**config.mk**
```make
export PLATFORM = sky130hd
export DESIGN_NAME = dmel_ram
export DESIGN_NICKNAME = d
export VERILOG_FILES = /design/src/design/dmel_ram.sv
export SDC_FILE = /design/constraint.sdc
export NUM_CORES = 1
export LEC_CHECK = 0
export ABC_CLOCK_PERIOD_IN_PS = 2340
export BUFFER_PORTS_ARGS = -buffer_cell sky130_fd_sc_hd__buf_2
export CORE_MARGIN = 2
export CORE_UTILIZATION = 60
export DETAILED_ROUTE_END_ITERATION = 10
export GPL_ROUTABILITY_DRIVEN = 1
export GPL_TIMING_DRIVEN = 1
export HOLD_SLACK_MARGIN = 0.1
export PLACE_DENSITY = 0.86
export SLEW_MARGIN = 5
export SYNTH_ARGS = -nofsm -noshare
export SYNTH_HDL_FRONTEND = slang
export SYNTH_SLANG_ARGS = --single-unit
export TNS_END_PERCENT = 30
```
**constraint.sdc**
```tcl
create_clock -name clk -period 2.34 [get_ports clk]
set_input_delay 0.468 -clock clk [delete_from_list [all_inputs] [get_ports clk]]
set_output_delay 0.468 -clock clk [all_outputs]
set_load 0.1 [all_outputs]
```
**src/design/dmel_ram.sv**
```systemverilog
// Generic single-port-write, single-port-read RAM with a registered read.
module dmel_ram #(
  parameter int WIDTH = 8,
  parameter int DEPTH = 16
) (
  input  logic                     clk,
  input  logic                     wr_en,
  input  logic [$clog2(DEPTH)-1:0] wr_addr,
  input  logic [WIDTH-1:0]         wr_data,
  input  logic                     rd_en,
  input  logic [$clog2(DEPTH)-1:0] rd_addr,
  output logic [WIDTH-1:0]         rd_data
);

  logic [WIDTH-1:0] mem_r [DEPTH];
  logic [WIDTH-1:0] rd_data_r;

  // Write port and registered read port.
  always_ff @(posedge clk) begin
    if (wr_en) begin
      mem_r[wr_addr] <= wr_data;
    end
    if (rd_en) begin
      rd_data_r <= mem_r[rd_addr];
    end
  end

  assign rd_data = rd_data_r;

endmodule

```
==> results.tsv <==
stage	metric	value	unit
setup_path	path_cells	buf_2	
floorplanning	die_x	97.34	um
run_status	status	complete, no violations	
logic_synthesis	ys_top_cells_by_area	edfxtp_1 78%, mux4_2 7.8%, mux4_1 7.0%	
finish	utilization	71.88	%
setup_path	worstSetupPathType	reg -> out	
logic_synthesis	synth_top_cell_area_share	78.12	%
logic_synthesis	syn_nets	248	
route	routed_wl	10.63	mm
timing	rsz0062_at_grt	false	
logic_synthesis	synth_edf_count	136	
global_routing	gr-total-overflow	0	
timing	fmaxAchievable	531.6	MHz
finish	n_antenna_cell	0	
global_routing	antenna_found_initial	0	
setup_path	r2r_slack	0.82	ns
timing	min_period	1.881	ns
global_routing	grt_pass1_vias	2689	
finish	area_growth	18.17	%
clock_network	htreeDepth	4	
finish	final_nets	304	
timing	worst_slew_pin_slew	0.7823	ns
setup_path	cp-end-kind	output pin	
setup_path	critPathArrivalTime	1.41	ns
setup_path	crit_slowest_cell	buf_2	
finish	drive_gt1_share	32.55	%
power	power.leakage	2.107	nW
clock_network	root_buffer	clkbuf_8	
clock_network	clk_latency	0.52	ns
timing	slew_violations	0	
power	ir_drop	0.0006479	V
timing	slew_headroom	47.74	%
logic_synthesis	synth_cell_types	18	
clock_network	cts_tree	built	
setup_path	reg2regPathDepth	3	
route	vias_per_cell	6.424	
setup_path	slowest_delay	0.46	ns
setup_path	cpLargestDelayFamily	buffers and inverters	
timing	fin_worst_skew	0.007874	ns
clock_network	cts_sinks	136	
logic_synthesis	synthArstFlopShare	0	%
place	place_hpwl	6.301	mm
setup_path	cp_num_cells	1	
setup_path	cp_num_buf_inv	1	
route	postRouteAntennaNets	0	
route	num_vias	2608	
setup_path	setup.worst_path.end	rd_data[7]	
floorplanning	start_util	60.83	%
logic_synthesis	synth-seq-cells	136	
power	p_total	0.005726	W
setup_path	required	1.87	ns
floorplanning	die_h	97.34	um
logic_synthesis	synth_area	0.005228	mm^2
global_routing	grt_max_degree	18	
timing	setup_violations	0	
flow_run	cap_viol_max_count	0	
floorplanning	rows	34	
route	drc	0	
floorplanning	coreArea	0.008593	mm^2
logic_synthesis	syn_area_per_cell	22.83	um^2
timing	hold_viol_final	0	
setup_path	worstReg2RegStart	mem_r[2][5]$_DFFE_PP_	
timing	finalCritPeriodShare	80.39	%
logic_synthesis	synth_top_area_cell	edfxtp_1	
route	dr.pass1.iters	4	
setup_path	critPathLaunch	rd_data[7]$_DFFE_PP_	
floorplanning	dieArea	0.009475	mm^2
setup_path	crit_path_start_kind	flip-flop	
place	portBuffers	26	
floorplanning	io-pin-count	27	
clock_network	cts_resized	0	
global_routing	grt_pass1_wl	16.64	mm
place	placed_area	0.005589	mm^2
power	cellPowerDensity	927.0	mW/mm^2
clock_network	clock_path_buffers	2	
logic_synthesis	syn_inst	229	
finish	post-route-cell-area	0.006177	mm^2
logic_synthesis	ys.flop_type	edfxtp_1	
timing	setup_tns	0	ns
clock_network	cts_buffers	17	
route	dr.first_iter.drc_count	370	
logic_synthesis	yosysMostFrequentCell	edfxtp_1	
clock_network	cts_hold_buf	0	
setup_path	r2r-end	rd_data[5]$_DFFE_PP_	
clock_network	clk_pin_slew_worst_paths	0.06	ns
clock_network	cts_post_setup_buffers_inserted	0	
logic_synthesis	yosysSeqAreaShare	78.12	%
global_routing	track_usage	24.80	%
logic_synthesis	ys_warn_count	0	
hold_path	hold_path_class	in -> reg	
route	wl_per_cell	26.17	um
place	gp_congestion	0.7760	
logic_synthesis	synth_top_cells_by_count	136 x edfxtp_1, 18 x mux4_2, 16 x a22oi_1	
setup_path	cp_max_fo	1	
[routing by layer]
metal  share of wire [%]  global-route usage [%]  vias to the layer above
met5                   0                       0                        -
met4                 1.0                   7.585                        0
met3                 9.2                   7.194                        9
met2                  50                   37.82                      161
met1                  40                   35.82                     1339
li1                    -                       -                     1099
[sequential cells by signal (all words and copies together), names as in the netlist]
| signal | cells |
|---|---|
| rd_data | 8 |
| mem_r | 128 |
[layout make-up]
type	count	area, um^2
clock buffers	17	414.1
clock inverters	15	173.9
fillers	477	2416
multi-input cells	83	1057
flip-flops and latches	136	4084
well taps	108	135.1
repair buffers	47	312.8
[per-stage QoR]
stage / hold WS (ns) / worst slack (ns) / instances
floorplan: 0.5669 / 0.3791 / 229
global placement: 0.7230 / 0.3590 / 374
detailed placement: 0.7462 / 0.2974 / 374
CTS: 0.2989 / 0.4631 / 406
global route: 0.3063 / 0.4496 / 406
finish: 0.3324 / 0.4589 / 406
[layout by cell type (no fill, tap or decap)]
cell type / Yosys / routed
a22oi_1: 16 / 16
and2_1: 1 / 1
and2b_1: 1 / 1
buf_12: 0 / 2
buf_2: 3 / 26
buf_4: 1 / 19
bufinv_16: 0 / 3
clkbuf_16: 0 / 16
clkbuf_8: 0 / 1
clkinv_1: 0 / 1
clkinv_2: 0 / 3
clkinv_4: 0 / 1
clkinvlp_4: 0 / 4
edfxtp_1: 136 / 136
inv_6: 0 / 3
mux4_1: 14 / 14
mux4_2: 18 / 18
nand2_1: 9 / 9
nand2b_1: 2 / 2
nand3_1: 1 / 1
nand3b_1: 2 / 2
nor2_1: 13 / 13
nor2b_1: 1 / 1
nor3_1: 4 / 4
or3b_2: 1 / 1
[how the worst min path moves through the flow]
stage,startpoint,endpoint,slack [ns],depth (start not counted)
final,rd_en,rd_data[0]$_DFFE_PP_,0.33,1
after global routing,rd_en,rd_data[1]$_DFFE_PP_,0.31,1
after CTS,rd_en,rd_data[1]$_DFFE_PP_,0.30,1
after detailed placement,mem_r[12][4]$_DFFE_PP_,rd_data[4]$_DFFE_PP_,0.75,3
after global placement,mem_r[15][2]$_DFFE_PP_,rd_data[2]$_DFFE_PP_,0.72,3
after floorplan,wr_data[0],mem_r[0][0]$_DFFE_PP_,0.57,0
[report_power, final]
part	internal, W	switching [W]	total [W]
Combinational	0.000110	0.000230	0.000339
Clock	0.00162	0.00100	0.00262
Sequential	0.00275	0.0000177	0.00276
Total	0.00448	0.00125	0.00573
[cell families (layout without fill, tap and decap cells)]
family,after synthesis,in the layout,share of synthesized area (%)
and+or+nand+nor,35,35,3.136
DFF,136,136,78.12
muxes,32,32,14.79
AOI/OAI and AO/OA,16,16,2.298
buffers and inverters,10,79,1.651
Note: power is estimated with default switching activity, not from simulation.
